**src/design/rsp_pkg.sv**
```systemverilog
// Shared types, constants and saturation helpers for the rotation speed profiler.
// Used by rsp_ctrl, rsp_datapath and rotation_speed_profile_unit; no dependencies.
package rsp_pkg;

    // Quotient bits produced by the stopping-angle divider.
    localparam int unsigned DIV_STEPS = 31;
    localparam int unsigned CNT_W     = $clog2(DIV_STEPS);

    // Heading wrap limits in Q16.16.
    localparam logic signed [20:0] PI_Q     = 21'sd205887;
    localparam logic signed [20:0] TWO_PI_Q = 21'sd411775;

    // Register reset values.
    localparam logic [30:0] ACCEL_RST = 31'd65536;
    localparam logic [30:0] SPEED_RST = 31'd196608;
    localparam logic [30:0] FLOOR_RST = 31'd6554;
    localparam logic [17:0] TOL_RST   = 18'd1311;

    // Register indexes.
    localparam logic [1:0] CFG_ACCEL = 2'd0;
    localparam logic [1:0] CFG_SPEED = 2'd1;
    localparam logic [1:0] CFG_FLOOR = 2'd2;
    localparam logic [1:0] CFG_TOL   = 2'd3;

    typedef enum logic [1:0] {
        PH_ACC    = 2'd0,
        PH_CRUISE = 2'd1,
        PH_DECEL  = 2'd2
    } t_phase;

    typedef enum logic [3:0] {
        S_IDLE, S_MUL, S_DINIT, S_DSTEP, S_LHS, S_PH, S_CRS, S_BMUL, S_BCMP, S_DEC, S_OUT
    } t_state;

    typedef enum logic [3:0] {
        CMD_NONE, CMD_SET_TARGET, CMD_LOAD, CMD_MUL, CMD_DIV_INIT, CMD_DIV_STEP,
        CMD_LHS, CMD_ACC, CMD_CRUISE, CMD_BMUL, CMD_DEC, CMD_OUT
    } t_op;

    typedef struct packed {
        t_op    op;
        t_phase phase;
    } t_cmd;

    typedef struct packed {
        logic acc_lim;
        logic div_sat;
        logic brake;
        logic out_busy;
    } t_status;

    // Saturate a 34-bit signed value to the signed 32-bit range.
    function automatic logic signed [31:0] sat32(input logic signed [33:0] x);
        logic signed [31:0] res;
        if (x > 34'sd2147483647) begin
            res = 32'sh7FFF_FFFF;
        end else if (x < $signed(34'h3_8000_0000)) begin
            res = 32'sh8000_0000;
        end else begin
            res = x[31:0];
        end
        return res;
    endfunction

    // Apply a sign to a magnitude and saturate to the signed 32-bit range.
    function automatic logic signed [31:0] mag_to_s32(input logic neg, input logic [32:0] q);
        logic signed [31:0] res;
        if (!neg) begin
            res = (q > 33'h0_7FFF_FFFF) ? 32'sh7FFF_FFFF : $signed(q[31:0]);
        end else begin
            res = (q > 33'h0_8000_0000) ? 32'sh8000_0000 : $signed(-q[31:0]);
        end
        return res;
    endfunction

endpackage

```
**src/design/rsp_ctrl.sv**
```systemverilog
// Sequencing state machine of the rotation speed profiler: holds the phase and issues
// at most one datapath command per cycle, none while output waits. Depends on rsp_pkg.
module rsp_ctrl (
    input  logic              i_clk,
    input  logic              i_rst_n,
    input  logic              i_in_valid,
    input  logic              i_in_action,
    output logic              o_in_ready,
    input  rsp_pkg::t_status  i_status,
    output rsp_pkg::t_cmd     o_cmd
);
    import rsp_pkg::*;

    t_state            r_state, n_state;
    t_phase            r_phase, n_phase;
    logic [CNT_W-1:0]  r_cnt, n_cnt;
    logic              r_crs_done, n_crs_done;

    always_ff @(posedge i_clk) begin
        if (!i_rst_n) begin
            r_state    <= S_IDLE;
            r_phase    <= PH_ACC;
            r_cnt      <= '0;
            r_crs_done <= 1'b0;
        end else begin
            r_state    <= n_state;
            r_phase    <= n_phase;
            r_cnt      <= n_cnt;
            r_crs_done <= n_crs_done;
        end
    end

    always_comb begin
        n_state    = r_state;
        n_phase    = r_phase;
        n_cnt      = r_cnt;
        n_crs_done = r_crs_done;
        o_in_ready = 1'b0;
        o_cmd.op   = CMD_NONE;
        o_cmd.phase = r_phase;
        unique case (r_state)
            S_IDLE: begin
                o_in_ready = 1'b1;
                if (i_in_valid) begin
                    if (!i_in_action) begin
                        o_cmd.op = CMD_SET_TARGET;
                        n_phase  = PH_ACC;
                    end else begin
                        o_cmd.op = CMD_LOAD;
                        n_state  = S_MUL;
                    end
                end
            end
            S_MUL: begin
                o_cmd.op = CMD_MUL;
                n_state  = S_DINIT;
            end
            S_DINIT: begin
                o_cmd.op = CMD_DIV_INIT;
                n_cnt    = '0;
                n_state  = i_status.div_sat ? S_LHS : S_DSTEP;
            end
            S_DSTEP: begin
                o_cmd.op = CMD_DIV_STEP;
                n_cnt    = r_cnt + 1'b1;
                if (r_cnt == CNT_W'(DIV_STEPS - 1)) begin
                    n_state = S_LHS;
                end
            end
            S_LHS: begin
                o_cmd.op = CMD_LHS;
                n_state  = S_PH;
            end
            S_PH: begin
                n_crs_done = 1'b0;
                unique case (r_phase)
                    PH_ACC: begin
                        o_cmd.op = CMD_ACC;
                        if (i_status.acc_lim) begin
                            n_phase = PH_CRUISE;
                        end
                        n_state = S_BMUL;
                    end
                    PH_CRUISE: n_state = S_CRS;
                    default:   n_state = S_DEC;
                endcase
            end
            S_CRS: begin
                o_cmd.op   = CMD_CRUISE;
                n_crs_done = 1'b1;
                n_state    = S_BMUL;
            end
            S_BMUL: begin
                o_cmd.op = CMD_BMUL;
                n_state  = S_BCMP;
            end
            S_BCMP: begin
                if (i_status.brake) begin
                    n_phase = PH_DECEL;
                    n_state = S_DEC;
                end else if (r_phase == PH_CRUISE && !r_crs_done) begin
                    n_state = S_CRS;
                end else begin
                    n_state = S_OUT;
                end
            end
            S_DEC: begin
                o_cmd.op = CMD_DEC;
                n_state  = S_OUT;
            end
            S_OUT: begin
                if (!i_status.out_busy) begin
                    o_cmd.op = CMD_OUT;
                    n_state  = S_IDLE;
                end
            end
            default: n_state = S_IDLE;
        endcase
    end

endmodule

```
**config.mk**
```make
export PLATFORM = sky130hd
export DESIGN_NAME = rsp_ctrl
export DESIGN_NICKNAME = d
export VERILOG_FILES = /design/src/design/rsp_pkg.sv /design/src/design/rsp_ctrl.sv
export SDC_FILE = /design/constraint.sdc
export NUM_CORES = 1
export LEC_CHECK = 0
export BUFFER_PORTS_ARGS = -buffer_cell sky130_fd_sc_hd__buf_4
export CELL_PAD_IN_SITES_DETAIL_PLACEMENT = 2
export CELL_PAD_IN_SITES_GLOBAL_PLACEMENT = 2
export CORE_MARGIN = 4
export CORE_UTILIZATION = 34
export CTS_BUF_LIST = sky130_fd_sc_hd__clkbuf_4 sky130_fd_sc_hd__clkbuf_8
export CTS_CLUSTER_DIAMETER = 30
export CTS_CLUSTER_SIZE = 24
export DETAILED_ROUTE_END_ITERATION = 12
export PLACE_DENSITY = 0.87
export SYNTH_ARGS = -nofsm -noshare
export SYNTH_HDL_FRONTEND = slang
export SYNTH_SLANG_ARGS = --single-unit
export TNS_END_PERCENT = 10
```
**constraint.sdc**
```tcl
create_clock -name i_clk -period 1.8 [get_ports i_clk]
set_input_delay 0.27 -clock i_clk [delete_from_list [all_inputs] [get_ports i_clk]]
set_output_delay 0.27 -clock i_clk [all_outputs]
set_load 0.02 [all_outputs]
```
* Word-level counts from Yosys, hierarchy flattened
Index checks and enable logic that the tools add are counted.
** Storage, ports and cells
- Flip-flop bits (word level) :: 12
- Input bits :: 8
- Output and inout port bits :: 7
- Word-level logic and storage cells :: 57
** Operators by class
- Add/subtract/negate cells :: 1
- Equality and inequality tests :: 20
- Multiplexer cells :: 23
- Reductions and logical operators :: 9
** Operator list (count)
- 4-bit one-hot mux with 11 select lines :: 1
- 4-bit one-hot mux with 10 select lines :: 1
- 4-bit two-way mux :: 7
- 4-bit by 3-bit == test with 1-bit output (second input constant) :: 4
- 2-bit != test (second input constant) :: 8
- 2-bit two-way mux :: 7
- 4-bit == test (second input constant) :: 3
- 5-bit one-hot mux with 2 select lines :: 1
- 4-bit by 2-bit == test with 1-bit output (second input constant) :: 2
- 4-bit one-hot mux with 2 select lines :: 1
- 3-bit two-way mux :: 2
- 2-bit one-hot mux with 3 select lines :: 1
- 6-bit AND reduction :: 1
- 5-bit by 1-bit adder with 5-bit output (second input constant) :: 1
- 5-bit == test (second input constant) :: 1
- 4-bit by 1-bit == test with 1-bit output (second input constant) :: 1
- 4-bit zero test :: 1
- 4-bit AND reduction :: 1
- 2-bit nonzero test :: 2
- 3-bit nonzero test :: 1
- 2-bit by 1-bit == test with 1-bit output (second input constant) :: 1
- 2-bit zero test :: 1
- 1-bit one-hot mux with 2 select lines :: 1
- 1-bit logical AND :: 1
- 2 further kinds :: 2

* Depth between registers and ports, before layout
Gate-level depths: netlist (run 1).
- Depth in word-level cells :: 5
- Gate-level depth with buffers :: 6

* Worst setup path before layout (run 1)
OpenSTA, ideal clock, no wires.
- Kind :: reg2out
- From :: register r_state[0]
- To :: output port o_cmd[2] (netlist bit)
- Arrival :: 1.379 ns
- Required time :: 1.530 ns
- Setup slack :: 0.151 ns
- Stages on the path, launching flop included :: 4
- Path buffers :: 1
- Path through :: dfxtp_1 buf_2 or4_4 o221ai_1
** RTL lines
- from (decl) :: RTL line rsp_ctrl.sv:14 : t_state r_state, n_state;
- from (signal assigned) :: RTL line rsp_ctrl.sv:26 : r_state <= n_state;
- to (decl) :: RTL line rsp_ctrl.sv:10 : output rsp_pkg::t_cmd o_cmd

==> results of run 1 <==
worst max-delay path by stage:
stage | from | slack, ns | endpoint | cells after the start
final | r_state[1]$_SDFFE_PN0P_ | -0.02 | o_cmd[2] | 3
after global routing | r_state[3]$_SDFFE_PN0P_ | -0.11 | o_cmd[2] | 5
after CTS | r_state[1]$_SDFFE_PN0P_ | -0.01 | o_cmd[2] | 3
after detailed placement | r_state[1]$_SDFFE_PN0P_ | 0.10 | o_cmd[5] | 5
after global placement | r_state[1]$_SDFFE_PN0P_ | 0.21 | o_cmd[5] | 5
after floorplan | r_state[0]$_SDFFE_PN0P_ | 0.15 | o_cmd[2] | 3
state kept, by name (all words and copies together), names as in the netlist:
| name | cells |
|---|---|
| r_cnt | 5 |
| r_state | 4 |
| r_crs_done | 1 |
| r_phase | 2 |
kinds of logic after synthesis:
logic type               count (synthesis)  share of synthesized area, %
AND/OR/NAND/NOR                         56                          32.9
AO/OA/AOI/OAI                           43                          29.6
buffers and inverters                   16                          8.37
flip-flops                              12                          23.6
multiplexers                             3                          3.08
adder cells (fa/ha/maj)                  2                          2.46
power by group:
group	total, mW	switching (mW)	internal [mW]
clock	0.227	0.104	0.123
sequential	0.310	0.0259	0.284
combinational	0.580	0.316	0.264
total	1.12	0.446	0.671
final cells by class:
type | count | area, sq um | area share (%)
clock buffers | 4 | 36.3 | 2.85
repair buffers | 24 | 208 | 16.3
well taps | 31 | 38.8 | 3.05
flip-flops and latches | 12 | 253 | 19.8
multi-input cells | 104 | 716 | 56.2
inverters | 6 | 22.5 | 1.77
routing by layer:
layer | up-vias | wire [um] | share of wire [%]
met5 | - | 0 | 0
met4 | 0 | 0 | 0
met3 | 0 | 80 | 1.9
met2 | 18 | 2180 | 53
met1 | 591 | 1860 | 45
li1 | 521 | - | -
metrics by stage:
stage / hold slack [ns] / cells
floorplan: 0.462 / 132
global placement: 0.478 / 173
detailed placement: 0.505 / 173
CTS: 0.261 / 181
global route: 0.256 / 181
finish: 0.266 / 181
Yosys cell counts, types with 4 or more instances:
master / instances
sky130_fd_sc_hd__nand2b_1: 5
sky130_fd_sc_hd__nand2_1: 9
sky130_fd_sc_hd__o21ai_1: 5
sky130_fd_sc_hd__buf_2: 5
sky130_fd_sc_hd__o21ai_0: 6
sky130_fd_sc_hd__inv_1: 6
sky130_fd_sc_hd__a21oi_1: 10
sky130_fd_sc_hd__nor2_1: 10
sky130_fd_sc_hd__dfxtp_1: 12
sky130_fd_sc_hd__nor2b_1: 4
sky130_fd_sc_hd__nand3_1: 6
cells in the final DEF (no fill, tap or decap), drive strengths merged, types with 2 or more instances in the layout:
cell type,count
nor2,10
inv,6
nor3b,3
and2,3
o21ai,12
or3b,2
nor2b,4
buf,24
a21oi,11
ha,2
o21bai,2
nand2b,5
and3,2
o21a,2
a211oi,2
o2bb2ai,2
nand4,2
dfxtp,12
nand2,9
or3,2
mux2i,2
nor3,5
nand3,7
clkbuf,4
worst max-delay path: stages (launching register included):
cell	delay, ns
sky130_fd_sc_hd__dfxtp_4	0.37
sky130_fd_sc_hd__or4_4	0.55
sky130_fd_sc_hd__o221ai_2	0.18
sky130_fd_sc_hd__buf_4	0.17
what timing repair did:
| action | in CTS | in global routing |
|---|---|---|
| setup buffers | 4 | 0 |
| pin swaps | 2 | 1 |
| endpoints found under the setup margin | 4 | 4 |
| endpoints found under the hold margin | 0 | 0 |
| gates resized for setup | 11 | 10 |
==> results.md, run 1 <==
- After clock tree synthesis, the flow added hold-fix buffers numbering 0.
- The minimum setup slack among reg-to-reg paths is 0.15 ns.
- The detail route stage leaves a number of antenna-violating nets equal to 0.
- The count of maximum capacitance violations is 0.
- IR analysis of the VDD net gives a maximum drop of between 0.3 and 0.4 mV.
- The CTS clock-pin slew for the worst setup and hold paths is 0.09 ns.
- The origin of the critical flop-to-flop path is r_state[2]$_SDFFE_PN0P_.
- The CTS tree is yes.
- For this run, the leading register cell type out of synthesis is sky130_fd_sc_hd__dfxtp_1.
- After detailed routing, the total wire length is just over 4000 um.
- The top cell type by area accounts for about a quarter of the synthesized area.
- The number of global-route vias before repair came to 1220.
- The path type of the worst setup path is flip-flop to output pin.
- The slack of the critical path is -0.0237 ns.
- The min-delay analysis places its worst path in the category input port to flip-flop.
- Along the worst path, the maximum fanout reaches 4.
- The violation count after the first detailed-route iteration is 50.
- The depth of the worst register-to-register path is 5.
- The end of the worst register-to-register path is r_cnt[2]$_SDFFE_PN0P_.
- The final max-slew violation count was 0.
- The design draws roughly 1.1 mW.
- Ranked by total cell area, the synthesized netlist is headed by sky130_fd_sc_hd__dfxtp_1, sky130_fd_sc_hd__a21oi_1, sky130_fd_sc_hd__nor2_1.
- The antenna cell count is 0.
- The die extent in y is 62.7 um.
- The analysis attributes to cell leakage a power of around 0.46 nW.
- In this run the tightest slew margin relative to its limit is between 70% and 80%.
- The number of search-and-repair iterations in the first detailed-routing pass is 4.
- The total routing usage reported by global routing is ~22%.
- The clock reaches the later pin of the worst-skew pair after 0.28 ns.
- In the final routed layout, each cell accounts on average for 22.8 um.
- After routing, the total negative slack on setup checks comes to -0.0237 ns.
- The kind of launch point of the worst setup path is a flip-flop.
- The worst hold path stage count is 2.
- At the placement stage, the worst setup path has a slack of 0.104 ns.
- The last weighted congestion value of the routability-driven placer is between 0.8 and 0.9.
- The initial cell density of the core is 36.2%.
- Data arrives at the worst endpoint at 1.55 ns.
- The number of distinct standard cells referenced by the synthesized netlist is 48.
- At the pin with the least slew margin, the transition time is between 0.3 and 0.4 ns.
- Static timing analysis puts the maximum clock frequency at between 500 and 600 MHz.
- The area growth from synthesis to layout is 25.4%.
- The final count of hold timing violations was 0.
- Input and output buffers added on the ports amount to 14.
- The first global-routing pass estimated 6760 um of wire.
- The library cell with the largest summed area after synthesis is sky130_fd_sc_hd__dfxtp_1.
- The total number of vias is 1130.
- For met1 alone, demand over resource in global routing was 28.8%.
- The cell at the root of the clock tree is sky130_fd_sc_hd__clkbuf_4.
- For hold timing, the worst endpoint is r_state[3]$_SDFFE_PN0P_.
- The share of synthesized registers carrying an async set or reset is 0%.
- The clock tree skew after final layout is 0.00217 ns.
- For met3 alone, demand over resource in global routing was 4.14%.
- In this run the cell area of the synthesized design comes to 1020 sq um.
- STA classifies the critical path endpoint as an output pin.
- The initialized floorplan defines 19 standard-cell rows.
- The global routing stage identified its most utilized layer as met2.
- The number of nets produced by synthesis is approximately 140.
- After detailed routing, the number of vias per cell comes to between 6 and 7.
- The number of register bits inferred by synthesis is 12.
- The fraction of layout instances using a drive strength above 1 is a little over a third.
- The total number of H-tree levels is 1.
- The number of top-level pins is 15.
- The placeable core area is between 2000 and 3000 sq um.
- The buffer levels on the longest clock path is 2.
- The start point of the worst min-delay path is i_rst_n.
- Sequential elements use a little under a quarter of the synthesized area.
- The run finished, with violations left.
- The share of the core filled with cells in the final layout is a little under half.
- Counting every instance in the synthesized netlist gives 132.
- The net count of the finished layout is 161.
- Setup repair after global routing could not meet its margin everywhere.
- The placed instances occupy a cell area of 1140 sq um.
- In the routed design, unresolved DRC markers number 0.
- The detailed placement HPWL is 2880 um.
- The die area is approximately 3900 sq um.
- Counting every sink on the clock net gives 12.
- The initial antenna violation count came to 0.
- The horizontal die dimension is about 63 um.
- The number of buffers created by CTS is 3.
- Global routing finished with a remaining overflow of 0.
- Global routing consumed, on the met2 layer, 39.0% of the routing resources.
- The checks that failed: setup timing.
- For the worst setup path, the data required time is roughly 1.5 ns.
- The total of endpoints with negative setup slack in the final report is 1.
- Fill cells in the final layout number 325.
- The summed area of non-filler cells in the final layout is 1270 sq um.
- The number of synthesized flops with an enable pin is 0.
- Entering global routing, the biggest net connects 18 pins.
- The final critical path time including I/O delays and setup is 1.82 ns.
- The ratio of total power to cell area is 877 nW/um^2.
- The count of yosys warnings during synthesis is 0.
- After synthesis, the mean cell area works out to 7.70 sq um.
- The post-route fraction of the period consumed by the critical path is 101%.
Note: power is estimated with default switching activity, not from simulation.
==> run 2: changes to the inputs <==
Settings changed: CORE_UTILIZATION 34 to 32, CTS_BUF_LIST sky130_fd_sc_hd__clkbuf_4 sky130_fd_sc_hd__clkbuf_8 to unset, PLACE_DENSITY 0.87 to 0.82.
==> run 2 against run 1 <==
  * The run now ends clean
  * Total power down 12%
  * Clock skew grew 0.0061 ns
  * Final cell count grew 8.3%
  * Routed wire length shrank 14%
  * Non-clock buffer count increased by 3
  * Global-route usage shrank 2.9 points
  * Clock power fell by 27%
  * Utilization fell by 3.4 points
  * Critical endpoint unchanged
  * Largest power group unchanged
  * Highest routed layer is now met4
==> results.md, run 2 (same netlist as run 1, synthesis figures left out) <==
- Setup repair after global routing could not meet its margin everywhere.
- Global routing used 19.1% of the available tracks.
- Once routing completed, OpenROAD measured the worst setup slack at 0.00484 ns.
- For this run, design rule violations remaining after detail routing come to 0.
- In the final routed layout, each cell accounts on average for about 18 um.
- In this run the most used layer during global routing was met2.
- The clock tree skew after final layout is 0.00831 ns.
- The first global-routing pass estimated 6120 um of wire.
- The run finished with clean final reports.
- The count of buffers from port buffering is 14.
- For met1 alone, demand over resource in global routing was 24.8%.
- Relative to the synthesized area, the layout overhead comes to 26.4%.
- For the pin with the worst max-slew slack, the measured transition is about 0.53 ns.
- The latest clock arrival within the worst-skew pair is ~0.28 ns.
- The wire-length estimate of the detail-placed layout is 2670 um.
- The path type of the worst setup path is flip-flop to output pin.
- Global routing used around 4.4% of the available met3 tracks.
- The max-slew headroom at the worst pin is approximately 65%.
- In this run the critical register-to-register path is launched from r_state[0]$_SDFFE_PN0P_.
- The initial antenna violation count is 0.
- The CTS tree is yes.
- Global routing used 33.0% of the available met2 tracks.
- The commonest non-fill, non-tap cell in the layout is sky130_fd_sc_hd__buf_4.
- In this run the worst setup path begins at r_state[2]$_SDFFE_PN0P_.
- Dividing the final minimum period by the clock period gives 99.7%.
- CTS saw 12 sinks.
- During I/O placement, the number of pins put on the boundary was 15.
- The repair_antennas step left the layout with diodes totalling 0.
- The net switching power of the design is roughly 390 uW.
- For this configuration, the core starts out at a cell density of 33.3%.
- The final max-slew violation count is 0.
- The number of search-and-repair iterations in the first detailed-routing pass is 4.
- After clock tree synthesis, the clock-pin slew on the worst setup and hold paths is 0.08 ns.
- The required time of the critical path is 1.53 ns.
- The internal power is around 600 uW.
- The share of total power in combinational logic is 51.7%.
- The tightest min-delay check is of the input port to flip-flop type.
- The tool flagged a number of max-cap violations equal to 0.
- STA puts the critical path data arrival time at 1.53 ns.
- Across all hold checks on the routed design, the worst slack comes to 0.288 ns.
- Setup violations remaining at the end of the flow were counted as 0.
- For this run, the post-layout net count is 164.
- In this run the number of H-tree levels came out at 1.
- The share of total power dissipated in sequential elements is a little under a third.
- The number of global-route vias before repair is 1169.
- The setup TNS after final layout is 0 ns.
- The startpoint identified for the worst hold timing path is i_rst_n.
- The floorplan has 20 rows.
- The die extent in y is 64.3 um.
- The buffer levels on the longest clock path is 2.
- The remaining antenna violation count after routing is 0.
- Routability-driven placement finished with a final weighted congestion of 0.800.
- The horizontal die dimension is 64.3 um.
- The largest net degree at the start of global routing is 13.
- The cell at the root of the clock tree is sky130_fd_sc_hd__clkbuf_4.
- Dividing total power by cell area gives a power density of 770 nW/um^2.
- The fraction of layout instances using a drive strength above 1 is 34.9%.
- The number of buffers created by CTS is 3.
- The highest net fanout along the worst path is 4.
- The net switching share of the total power is 39.6%.
- The region available for standard cell placement spans ~3100 sq um.
- The die area is 4140 sq um.
- The number of hold buffers added after CTS was 0.
- In the routed layout, each cell is associated on average with a via count of 5.48.
- The largest register by flop count is r_cnt.
- Timing would allow up to 557 MHz.
- The total congestion overflow is 0.
- The detailed router placed 1075 vias in this run.
- The final count of hold timing violations came to 0.
- The violation count after the first detailed-route iteration is 38.
- The register with the most flip-flops in the layout has 5 of them.
- The largest registers in the layout are r_cnt (5), r_state (4), r_phase (2).
- In the layout the commonest cells are sky130_fd_sc_hd__buf_4, sky130_fd_sc_hd__nor2_1, sky130_fd_sc_hd__nand2_1, sky130_fd_sc_hd__a21oi_1, sky130_fd_sc_hd__dfxtp_1.
- The kind of launch point of the worst setup path is a flip-flop.
- After detailed routing, the total wire length is approximately 3500 um.
- The final critical path time including I/O delays and setup is about 1.8 ns.
- The peak ir drop on the vdd network is approximately 0.31 mV.
- The post-placement worst setup slack is 0.108 ns.
- The reported leakage power is 0.460 nW.
- The clock share of power is 16.7%.
- The category of the worst setup path capture point is an output pin.
==> run 2: changes by cell type in the layout (fill, tap and decap cells not counted), sizes merged <==
cell    before  now
clkbuf       4    3
buf         24   27
==> run 2: metal layers <==
layer	share of wire (%)	vias up
li1	-	521
met5	0	-
met3	2.7	2
met2	51	12
met1	46	540
met4	0.34	0
==> run 2: repair_timing <==
item	4_1_cts	5_1_grt
endpoints found under the hold margin	0	0
setup buffers	1	2
pin swaps	0	1
setup endpoints to repair	3	3
resized for setup	8	8
==> run 2: path summary, 6_finish.rpt <==
kind	end	slack [ns]	depth (start not counted)
min reg2reg	r_cnt[4]$_SDFFE_PN0P_	0.52	2
max reg2reg	r_state[2]$_SDFFE_PN0P_	0.18	6
max	o_cmd[2]	0.005	3
min	r_phase[1]$_SDFFE_PN0P_	0.29	2
==> run 2: stage by stage <==
| step | cell area, sq um | utilization, % | total power [mW] | instances |
|---|---|---|---|---|
| 4_1_cts | 1250 | 40.9 | 0.977 | 194 |
| 3_3_place_gp | 1190 | 38.9 | 0.751 | 190 |
| 3_5_place_dp | 1190 | 38.9 | 0.770 | 190 |
| 5_1_grt | 1280 | 42.0 | 1.05 | 196 |
| 2_1_floorplan | 1020 | - | 0.621 | 132 |
| 6_report | 1280 | 42.0 | 0.988 | 196 |
==> run 2: layout make-up <==
class / instances / area [sq um]
fillers: 371 / 1770
multi-input cells: 104 / 716
flip-flops and latches: 12 / 253
repair buffers: 27 / 215
well taps: 44 / 55.1
clock buffers: 3 / 22.5
inverters: 6 / 22.5
==> run 2: power groups by stage <==
stage / Clock [mW] / Sequential [mW] / Combinational, mW
after detailed placement: 0 / 0.319 / 0.452
after CTS: 0.174 / 0.314 / 0.490
after global placement: 0 / 0.315 / 0.436
after global routing: 0.183 / 0.316 / 0.556
final: 0.165 / 0.312 / 0.511
after floorplan: 0 / 0.297 / 0.323
==> run 2: worst max-delay path: stages (launching register included) <==
cell and delay (ns):
sky130_fd_sc_hd__dfxtp_2 0.35, sky130_fd_sc_hd__or4_4 0.56, sky130_fd_sc_hd__o221ai_2 0.18, sky130_fd_sc_hd__buf_4 0.17
